===== config.mk =====
export PLATFORM = sky130hd
export DESIGN_NAME = destination_filtered_mailbox
export DESIGN_NICKNAME = d
export VERILOG_FILES = /design/src/rtl/dfm_pkg.sv /design/src/rtl/dfm_store.sv /design/src/rtl/dfm_ctrl.sv /design/src/rtl/destination_filtered_mailbox.sv
export SDC_FILE = /design/constraint.sdc
export NUM_CORES = 2
export LEC_CHECK = 0
export BUFFER_PORTS_ARGS = -buffer_cell sky130_fd_sc_hd__buf_4
export CORE_MARGIN = 4
export CORE_UTILIZATION = 55
export CTS_CLUSTER_DIAMETER = 40
export DETAILED_ROUTE_END_ITERATION = 8
export PLACE_DENSITY_LB_ADDON = 0.1
export SETUP_SLACK_MARGIN = 0.4
export SLEW_MARGIN = 0
export SYNTH_ARGS = -nofsm -noshare
export SYNTH_HDL_FRONTEND = slang
export SYNTH_HIERARCHICAL = 1
export SYNTH_SLANG_ARGS = --single-unit

===== constraint.sdc =====
create_clock -name clk_i -period 7.8 [get_ports clk_i]
set_input_delay 2.34 -clock clk_i [delete_from_list [all_inputs] [get_ports clk_i]]
set_output_delay 2.34 -clock clk_i [all_outputs]
set_load 0.01 [all_outputs]

===== src/rtl/dfm_pkg.sv =====
// ----------------------------------------------------------------------------
// dfm_pkg
// Shared types, codes and helpers for the destination filtered mailbox.
// ----------------------------------------------------------------------------
package dfm_pkg;

  localparam int unsigned QueueDepthDef = 16;
  localparam int unsigned PayloadBytes  = 8;

  localparam int unsigned IdW    = 8;
  localparam int unsigned KindW  = 16;
  localparam int unsigned BodyW  = 56;
  localparam int unsigned PendW  = 5;
  localparam int unsigned OpW    = 2;

  localparam logic [PendW-1:0] PendMax = '1;

  typedef enum logic [OpW-1:0] {
    OP_SEND  = 2'd0,
    OP_RECV  = 2'd1,
    OP_COUNT = 2'd2
  } opcode_e;

  typedef enum logic [2:0] {
    ST_IDLE,
    ST_SCAN_RD,
    ST_SCAN_CMP,
    ST_SHIFT_RD,
    ST_SHIFT_WR,
    ST_DONE
  } state_e;

  typedef struct packed {
    logic [IdW-1:0]   sender;
    logic [IdW-1:0]   dest;
    logic [KindW-1:0] kind;
    logic [BodyW-1:0] body;
  } entry_t;

  typedef struct packed {
    logic             ok;
    entry_t           msg;
    logic [PendW-1:0] pending;
  } result_t;

  // Keeps the bytes ahead of the first zero byte, at most PayloadBytes-1 of them.
  function automatic logic [BodyW-1:0] clip_body(input logic [BodyW-1:0] raw);
    logic [BodyW-1:0] kept;
    logic             alive;
    kept  = '0;
    alive = 1'b1;
    for (int pos = 0; pos < BodyW / 8; pos++) begin
      if (pos >= PayloadBytes - 1 || raw[pos*8 +: 8] == 8'h00) begin
        alive = 1'b0;
      end
      if (alive) begin
        kept[pos*8 +: 8] = raw[pos*8 +: 8];
      end
    end
    return kept;
  endfunction

endpackage


===== src/rtl/dfm_store.sv =====
// ----------------------------------------------------------------------------
// dfm_store
// Message store: one write port and one read port with registered read data.
// ----------------------------------------------------------------------------
module dfm_store
  import dfm_pkg::*;
#(
  parameter int unsigned QUEUE_DEPTH = QueueDepthDef,
  localparam int unsigned IdxW = (QUEUE_DEPTH > 1) ? $clog2(QUEUE_DEPTH) : 1
) (
  input  logic            clk_i,
  input  logic            we_i,
  input  logic [IdxW-1:0] waddr_i,
  input  entry_t          wdata_i,
  input  logic [IdxW-1:0] raddr_i,
  output entry_t          rdata_o
);

  entry_t mem [QUEUE_DEPTH];
  entry_t rdata_q;

  always_ff @(posedge clk_i) begin
    if (we_i) begin
      mem[waddr_i] <= wdata_i;
    end
  end

  always_ff @(posedge clk_i) begin
    rdata_q <= mem[raddr_i];
  end

  assign rdata_o = rdata_q;

endmodule


===== src/rtl/dfm_ctrl.sv =====
// ----------------------------------------------------------------------------
// dfm_ctrl
// Sequencer that walks the store one entry at a time with a single
// destination comparator, and moves later entries down after a receive.
// ----------------------------------------------------------------------------
module dfm_ctrl
  import dfm_pkg::*;
#(
  parameter int unsigned QUEUE_DEPTH = QueueDepthDef,
  localparam int unsigned IdxW = (QUEUE_DEPTH > 1) ? $clog2(QUEUE_DEPTH) : 1,
  localparam int unsigned CntW = $clog2(QUEUE_DEPTH + 1)
) (
  input  logic             clk_i,
  input  logic             rst_ni,
  input  logic             start_i,
  input  logic [OpW-1:0]   opcode_i,
  input  logic [IdW-1:0]   sender_id_i,
  input  logic [IdW-1:0]   dest_id_i,
  input  logic [KindW-1:0] msg_kind_i,
  input  logic [BodyW-1:0] msg_body_i,
  input  logic             done_ack_i,
  output logic             idle_o,
  output logic             done_o,
  output result_t          result_o,
  output logic             mem_we_o,
  output logic [IdxW-1:0]  mem_waddr_o,
  output entry_t           mem_wdata_o,
  output logic [IdxW-1:0]  mem_raddr_o,
  input  entry_t           mem_rdata_i
);

  localparam logic [CntW-1:0] DepthC = CntW'(QUEUE_DEPTH);
  localparam logic [CntW-1:0] OneC   = CntW'(1);

  state_e           state_q, state_d;
  logic [OpW-1:0]   op_q, op_d;
  logic [IdW-1:0]   dst_q, dst_d;
  logic [CntW-1:0]  idx_q, idx_d;
  logic [CntW-1:0]  fill_q, fill_d;
  result_t          res_q, res_d;
  logic             dest_match;
  logic             at_end;
  logic [CntW-1:0]  idx_prev;
  entry_t           send_entry;

  // The one comparator shared by receive and count.
  assign dest_match = (mem_rdata_i.dest == dst_q);
  assign at_end     = (idx_q == fill_q);
  assign idx_prev   = idx_q - OneC;

  assign send_entry.sender = sender_id_i;
  assign send_entry.dest   = dest_id_i;
  assign send_entry.kind   = msg_kind_i;
  assign send_entry.body   = clip_body(msg_body_i);

  always_comb begin
    state_d = state_q;
    case (state_q)
      ST_IDLE: begin
        if (start_i) begin
          if (opcode_i == OP_RECV || opcode_i == OP_COUNT) begin
            state_d = ST_SCAN_RD;
          end else begin
            state_d = ST_DONE;
          end
        end
      end
      ST_SCAN_RD: begin
        state_d = at_end ? ST_DONE : ST_SCAN_CMP;
      end
      ST_SCAN_CMP: begin
        if (op_q == OP_RECV && dest_match) begin
          state_d = ST_SHIFT_RD;
        end else begin
          state_d = ST_SCAN_RD;
        end
      end
      ST_SHIFT_RD: begin
        state_d = at_end ? ST_DONE : ST_SHIFT_WR;
      end
      ST_SHIFT_WR: begin
        state_d = ST_SHIFT_RD;
      end
      ST_DONE: begin
        if (done_ack_i) begin
          state_d = ST_IDLE;
        end
      end
      default: begin
        state_d = ST_IDLE;
      end
    endcase
  end

  always_comb begin
    op_d        = op_q;
    dst_d       = dst_q;
    idx_d       = idx_q;
    fill_d      = fill_q;
    res_d       = res_q;
    mem_we_o    = 1'b0;
    mem_waddr_o = fill_q[IdxW-1:0];
    mem_wdata_o = send_entry;
    mem_raddr_o = idx_q[IdxW-1:0];
    case (state_q)
      ST_IDLE: begin
        if (start_i) begin
          op_d  = opcode_i;
          dst_d = dest_id_i;
          idx_d = '0;
          res_d = '0;
          if (opcode_i == OP_SEND && fill_q < DepthC) begin
            mem_we_o   = 1'b1;
            fill_d     = fill_q + OneC;
            res_d.ok   = 1'b1;
          end
        end
      end
      ST_SCAN_CMP: begin
        idx_d = idx_q + OneC;
        if (dest_match) begin
          if (op_q == OP_RECV) begin
            res_d.ok  = 1'b1;
            res_d.msg = mem_rdata_i;
          end else if (res_q.pending != PendMax) begin
            res_d.pending = res_q.pending + PendW'(1);
          end
        end
      end
      ST_SHIFT_RD: begin
        if (at_end) begin
          fill_d = fill_q - OneC;
        end
      end
      ST_SHIFT_WR: begin
        mem_we_o    = 1'b1;
        mem_waddr_o = idx_prev[IdxW-1:0];
        mem_wdata_o = mem_rdata_i;
        idx_d       = idx_q + OneC;
      end
      default: begin
      end
    endcase
  end

  always_ff @(posedge clk_i or negedge rst_ni) begin
    if (!rst_ni) begin
      state_q <= ST_IDLE;
      fill_q  <= '0;
    end else begin
      state_q <= state_d;
      fill_q  <= fill_d;
    end
  end

  always_ff @(posedge clk_i) begin
    op_q  <= op_d;
    dst_q <= dst_d;
    idx_q <= idx_d;
    res_q <= res_d;
  end

  assign idle_o   = (state_q == ST_IDLE);
  assign done_o   = (state_q == ST_DONE);
  assign result_o = res_q;

endmodule


===== src/rtl/destination_filtered_mailbox.sv =====
// ----------------------------------------------------------------------------
// destination_filtered_mailbox
// Shared message mailbox kept in arrival order with send, receive and count.
// ----------------------------------------------------------------------------
// One word is taken at a time. A send goes from idle straight to done. A
// receive or a count walks the stored messages one entry at a time, with a
// scan read state and a scan compare state per entry, through a single read
// port and one destination comparator; a receive then moves each later entry
// down one place, with a shift read state and a shift write state per entry.
// The result word waits in an output register, so a new word is taken while
// the previous result is still stalled; a finished operation waits only while
// that register is full and stalled. After reset the mailbox is empty at once.
module destination_filtered_mailbox
  import dfm_pkg::*;
#(
  parameter int unsigned QUEUE_DEPTH = QueueDepthDef
) (
  input  logic             clk_i,
  input  logic             rst_ni,
  input  logic             in_valid_i,
  output logic             in_stall_o,
  input  logic [OpW-1:0]   opcode_i,
  input  logic [IdW-1:0]   sender_id_i,
  input  logic [IdW-1:0]   dest_id_i,
  input  logic [KindW-1:0] msg_kind_i,
  input  logic [BodyW-1:0] msg_body_i,
  output logic             out_valid_o,
  input  logic             out_stall_i,
  output logic             ok_o,
  output logic [IdW-1:0]   got_sender_o,
  output logic [IdW-1:0]   got_dest_o,
  output logic [KindW-1:0] got_kind_o,
  output logic [BodyW-1:0] got_body_o,
  output logic [PendW-1:0] pending_o
);

  localparam int unsigned IdxW = (QUEUE_DEPTH > 1) ? $clog2(QUEUE_DEPTH) : 1;

  logic            idle;
  logic            done;
  logic            done_ack;
  logic            start;
  result_t         result;
  result_t         out_q;
  logic            out_valid_q;
  logic            mem_we;
  logic [IdxW-1:0] mem_waddr;
  entry_t          mem_wdata;
  logic [IdxW-1:0] mem_raddr;
  entry_t          mem_rdata;

  assign in_stall_o = !idle;
  assign start      = in_valid_i && idle;
  assign done_ack   = done && (!out_valid_q || !out_stall_i);

  dfm_ctrl #(
    .QUEUE_DEPTH(QUEUE_DEPTH)
  ) u_ctrl (
    .clk_i       (clk_i),
    .rst_ni      (rst_ni),
    .start_i     (start),
    .opcode_i    (opcode_i),
    .sender_id_i (sender_id_i),
    .dest_id_i   (dest_id_i),
    .msg_kind_i  (msg_kind_i),
    .msg_body_i  (msg_body_i),
    .done_ack_i  (done_ack),
    .idle_o      (idle),
    .done_o      (done),
    .result_o    (result),
    .mem_we_o    (mem_we),
    .mem_waddr_o (mem_waddr),
    .mem_wdata_o (mem_wdata),
    .mem_raddr_o (mem_raddr),
    .mem_rdata_i (mem_rdata)
  );

  dfm_store #(
    .QUEUE_DEPTH(QUEUE_DEPTH)
  ) u_store (
    .clk_i   (clk_i),
    .we_i    (mem_we),
    .waddr_i (mem_waddr),
    .wdata_i (mem_wdata),
    .raddr_i (mem_raddr),
    .rdata_o (mem_rdata)
  );

  always_ff @(posedge clk_i or negedge rst_ni) begin
    if (!rst_ni) begin
      out_valid_q <= 1'b0;
    end else if (done_ack) begin
      out_valid_q <= 1'b1;
    end else if (!out_stall_i) begin
      out_valid_q <= 1'b0;
    end
  end

  always_ff @(posedge clk_i) begin
    if (done_ack) begin
      out_q <= result;
    end
  end

  assign out_valid_o  = out_valid_q;
  assign ok_o         = out_q.ok;
  assign got_sender_o = out_q.msg.sender;
  assign got_dest_o   = out_q.msg.dest;
  assign got_kind_o   = out_q.msg.kind;
  assign got_body_o   = out_q.msg.body;
  assign pending_o    = out_q.pending;

endmodule


==> insert_results.sql <==
INSERT INTO impl_metrics (metric_group, metric, value, unit) VALUES
('route', 'wl_per_cell', '27.9', 'um'),
('sta', 'report.final.slew_viol_count', '0', ''),
('synthesis', 'ys_dominant_reg_cell', 'edfxtp_1', ''),
('status', 'outcome', 'finished, final reports clean', ''),
('synthesis', 'async_set_or_reset_flop_fraction_in_the_synthesized_netlist', '0.00527', ''),
('placed_design', 'placement.io_buffers', '189', ''),
('die', 'initial_utilization', '0.554', ''),
('clock_tree', 'post_cts_resized', '0', ''),
('power_and_ir_drop', 'leakagePower', '23.7', 'nW'),
('worst_setup_path', 'critical_path.reg2reg.endpoint', 'u_store/mem[7][41]', ''),
('synthesis', 'synth_most_common_cell', 'edfxtp_1', ''),
('hold_path', 'min-delay-path-class', 'flip-flop to flip-flop', ''),
('worst_setup_path', 'crit_top_cell', 'buf_4', ''),
('route', 'remaining_drc_errors', '0', ''),
('die', 'fp.coreArea', '114000', 'um^2'),
('sta', 'final_hold_violation_count', '0', ''),
('sta', 'layout_min_cycle_time', '5.12', 'ns'),
('power_and_ir_drop', 'power_density', '265', 'nW/um^2'),
('synthesis', 'yosys_warnings', '6', ''),
('route', 'drt_first_pass_iters', '5', ''),
('grt', 'largest_net_degree_at_the_start_of_global_routing', '166', ''),
('sta', 'fin_setup_tns', '0', 'ns'),
('clock_tree', 'clk_root_buffer_cell', 'clkbuf_16', ''),
('worst_setup_path', 'cp_cell_sequence', 'buf_4, inv_1, ha_1, nor2b_1, a21oi_1, nor3_1, or3b_1, nor2_4, buf_4', ''),
('clock_tree', 'tritoncts', 'yes', ''),
('placed_design', 'gp_congestion', '0.763', ''),
('sta', 'slew_at_the_pin_closest_to_its_max_slew_limit', '1.15', 'ns'),
('worst_setup_path', 'rr_startpoint', 'u_ctrl/state_q[0]', ''),
('grt', 'global_route.overflow_total', '0', ''),
('synthesis', 'netlist-cell-type-count', '44', ''),
('synthesis', 'synth_area_per_cell', '21.3', 'um^2'),
('die', 'die_h', '347', 'um'),
('synthesis', 'synth.cells.most_frequent', '1,611 x edfxtp_1, 352 x mux4_2, 281 x nand2_1', ''),
('clock_tree', 'cts_buffer_depth', '3', ''),
('worst_setup_path', 'worstSetupStartpointType', 'primary input', ''),
('flow_run', 'maxCapViolations', '0', ''),
('clock_tree', 'worst_setup_hold_path_clk_slew', '0.05', 'ns'),
('synthesis', 'synth.net_count', '3082', ''),
('synthesis', 'syn_area', '63400', 'um^2'),
('die', 'io_pins', '190', ''),
('grt', 'combined_global_route_utilization_of_all_metal_layers', '0.231', ''),
('sta', 'timing.clock.skew', '0.0210', 'ns'),
('synthesis', 'syn_inst', '2979', ''),
('power_and_ir_drop', 'vdd.ir_drop.worst', '214', 'uV'),
('worst_setup_path', 'timing.critical_path.slowest_cell_delay', '0.64', 'ns'),
('route', 'drt_iter0_drc', '2779', ''),
('clock_tree', 'cts-hold-fix-buffers', '0', ''),
('synthesis', 'count_of_flip_flops_with_a_built_in_enable_after_synthesis', '1611', ''),
('sta', 'finalSetupViolations', '0', ''),
('synthesis', 'yosys_register_bits', '1708', ''),
('synthesis', 'synth-seq-area-share', '0.795', ''),
('cells_and_area', 'final_layout_size_suffix_gt1_frac', '0.276', ''),
('sta', 'layout_worst_path_cycle_share', '0.656', ''),
('synthesis', 'synth.top_cell.area_share', '0.763', ''),
('grt', 'first_pass_grt_wire_length', '207', 'mm'),
('sta', 'worst_slew_margin_rel', '0.235', ''),
('power_and_ir_drop', 'report.power.total', '0.0194', 'W'),
('cells_and_area', 'final_util', '0.643', ''),
('synthesis', 'post-synth-top-area-cell', 'edfxtp_1', ''),
('sta', 'max_clock_freq', '0.195', 'GHz'),
('synthesis', 'synth_area_leaders', 'edfxtp_1 76%, mux4_2 13%, dfxtp_1 2.8%, a22oi_1 2.1%, nand2_1 1.7%', ''),
('cells_and_area', 'area_delta_synth_final', '15.9', '%'),
('clock_tree', 'cts.sinks', '1708', ''),
('clock_tree', 'worstSkewPairLatency', '0.78', 'ns'),
('die', 'dieArea', '121000', 'um^2'),
('sta', 'unrepaired_setup_endpoints_after_global_routing', 'no', ''),
('worst_setup_path', 'critical_path_peak_fanout', '33', ''),
('grt', 'via_count_of_the_first_global_routing_pass', '31617', ''),
('die', 'rows', '124', ''),
('route', 'detail-route-antenna-nets', '0', ''),
('worst_setup_path', 'critical_path.endpoint_type', 'flip-flop', '');
-- metal layers --
layer | global-route usage | routed length, um | up-vias
met5 | 0 | 0 | -
met4 | 0.0625 | 2810 | 0
met3 | 0.0407 | 9870 | 186
met2 | 0.369 | 67400 | 1153
met1 | 0.338 | 58300 | 15939
li1 | - | - | 12839
-- state kept, by name (all words and copies together) (netlist names) --
signal and cells:
u_store/mem 1408, u_ctrl/result_o 94, u_store/rdata_o 88, got_body_o 56
got_kind_o 16, got_dest_o 8, got_sender_o 8, u_ctrl/dst_q 8
pending_o 5, u_ctrl/fill_q 5, u_ctrl/idx_q 5, u_ctrl/state_q 3
u_ctrl/op_q 2, ok_o 1, out_valid_o 1
-- metrics by stage --
| stage | setup WS, ns | cells | area (um^2) | hold WS, ns |
|---|---|---|---|---|
| after global routing | 2.51 | 4951 | 73500 | 0.425 |
| final | 2.68 | 4952 | 73500 | 0.411 |
| after CTS | 2.72 | 4951 | 73500 | 0.414 |
| after detailed placement | 1.87 | 4584 | 66800 | 0.405 |
| after floorplan | 0.0443 | 2979 | 63400 | 0.400 |
| after global placement | 1.96 | 4584 | 66800 | 0.401 |
-- critical path: cells and delay by family --
| family | cells | cell delay (ns) |
|---|---|---|
| AO/OA/AOI/OAI | 1 | 0.11 |
| buffers and inverters | 3 | 0.76 |
| AND/OR/NAND/NOR | 4 | 2.06 |
| adder cells (fa/ha/maj) | 1 | 0.18 |
-- placed cells by master, fill, tap and decap left out, drive strengths merged, types with 3 or more instances in the layout --
cell	count
buf	251
ha	8
inv	28
nor4	13
and2	95
nand2b	3
dfrtp	9
clkinv	52
xnor2	8
mux2	3
dfxtp	88
nand4	9
edfxtp	1611
xor2	15
mux4	352
nand2	281
or3b	3
nor3	11
a21o	5
o21ai	40
a21oi	9
nor2b	6
a22oi	177
bufinv	24
clkbuf	250
nor2	28
clkinvlp	21
a22o	10
nand3	13
-- how the worst max path moves through the flow --
| stage | from | end | slack (ns) |
|---|---|---|---|
| after global placement | opcode_i[0] | u_store/mem[1][82] | 1.96 |
| after global routing | opcode_i[1] | u_store/mem[3][1] | 2.51 |
| after CTS | msg_body_i[20] | u_store/mem[12][47] | 2.72 |
| after detailed placement | msg_body_i[20] | u_store/mem[15][47] | 1.87 |
| after floorplan | opcode_i[0] | u_store/mem[1][0] | 0.04 |
| final | opcode_i[1] | u_store/mem[3][1] | 2.68 |
-- power breakdown --
group	switching [W]	internal, W
Combinational	0.000135	0.0000437
Sequential	0	0.0100
Clock	0.00359	0.00566
Total	0.00372	0.0157
-- cell families after synthesis --
logic type,Yosys count,synth area share
flops,1708,0.795
buf+inv,166,0.0128
fa+ha+maj,9,0.00190
xor+xnor,23,0.00318
compound gates,249,0.0279
simple gates,469,0.0341
mux,355,0.126
-- cell type report --
type	instances	area [um^2]	share of cell area
Antenna cell	1	2.50	0.0000341
Clock buffer	250	5330	0.0726
Clock inverter	117	1380	0.0188
Inverter	8	30.0	0.000409
Multi-Input combinational cell	1105	12400	0.169
Sequential cell	1708	50400	0.685
Tap cell	1512	1890	0.0257
Timing Repair Buffer	251	2080	0.0284
(Power assumes the default switching activity.)
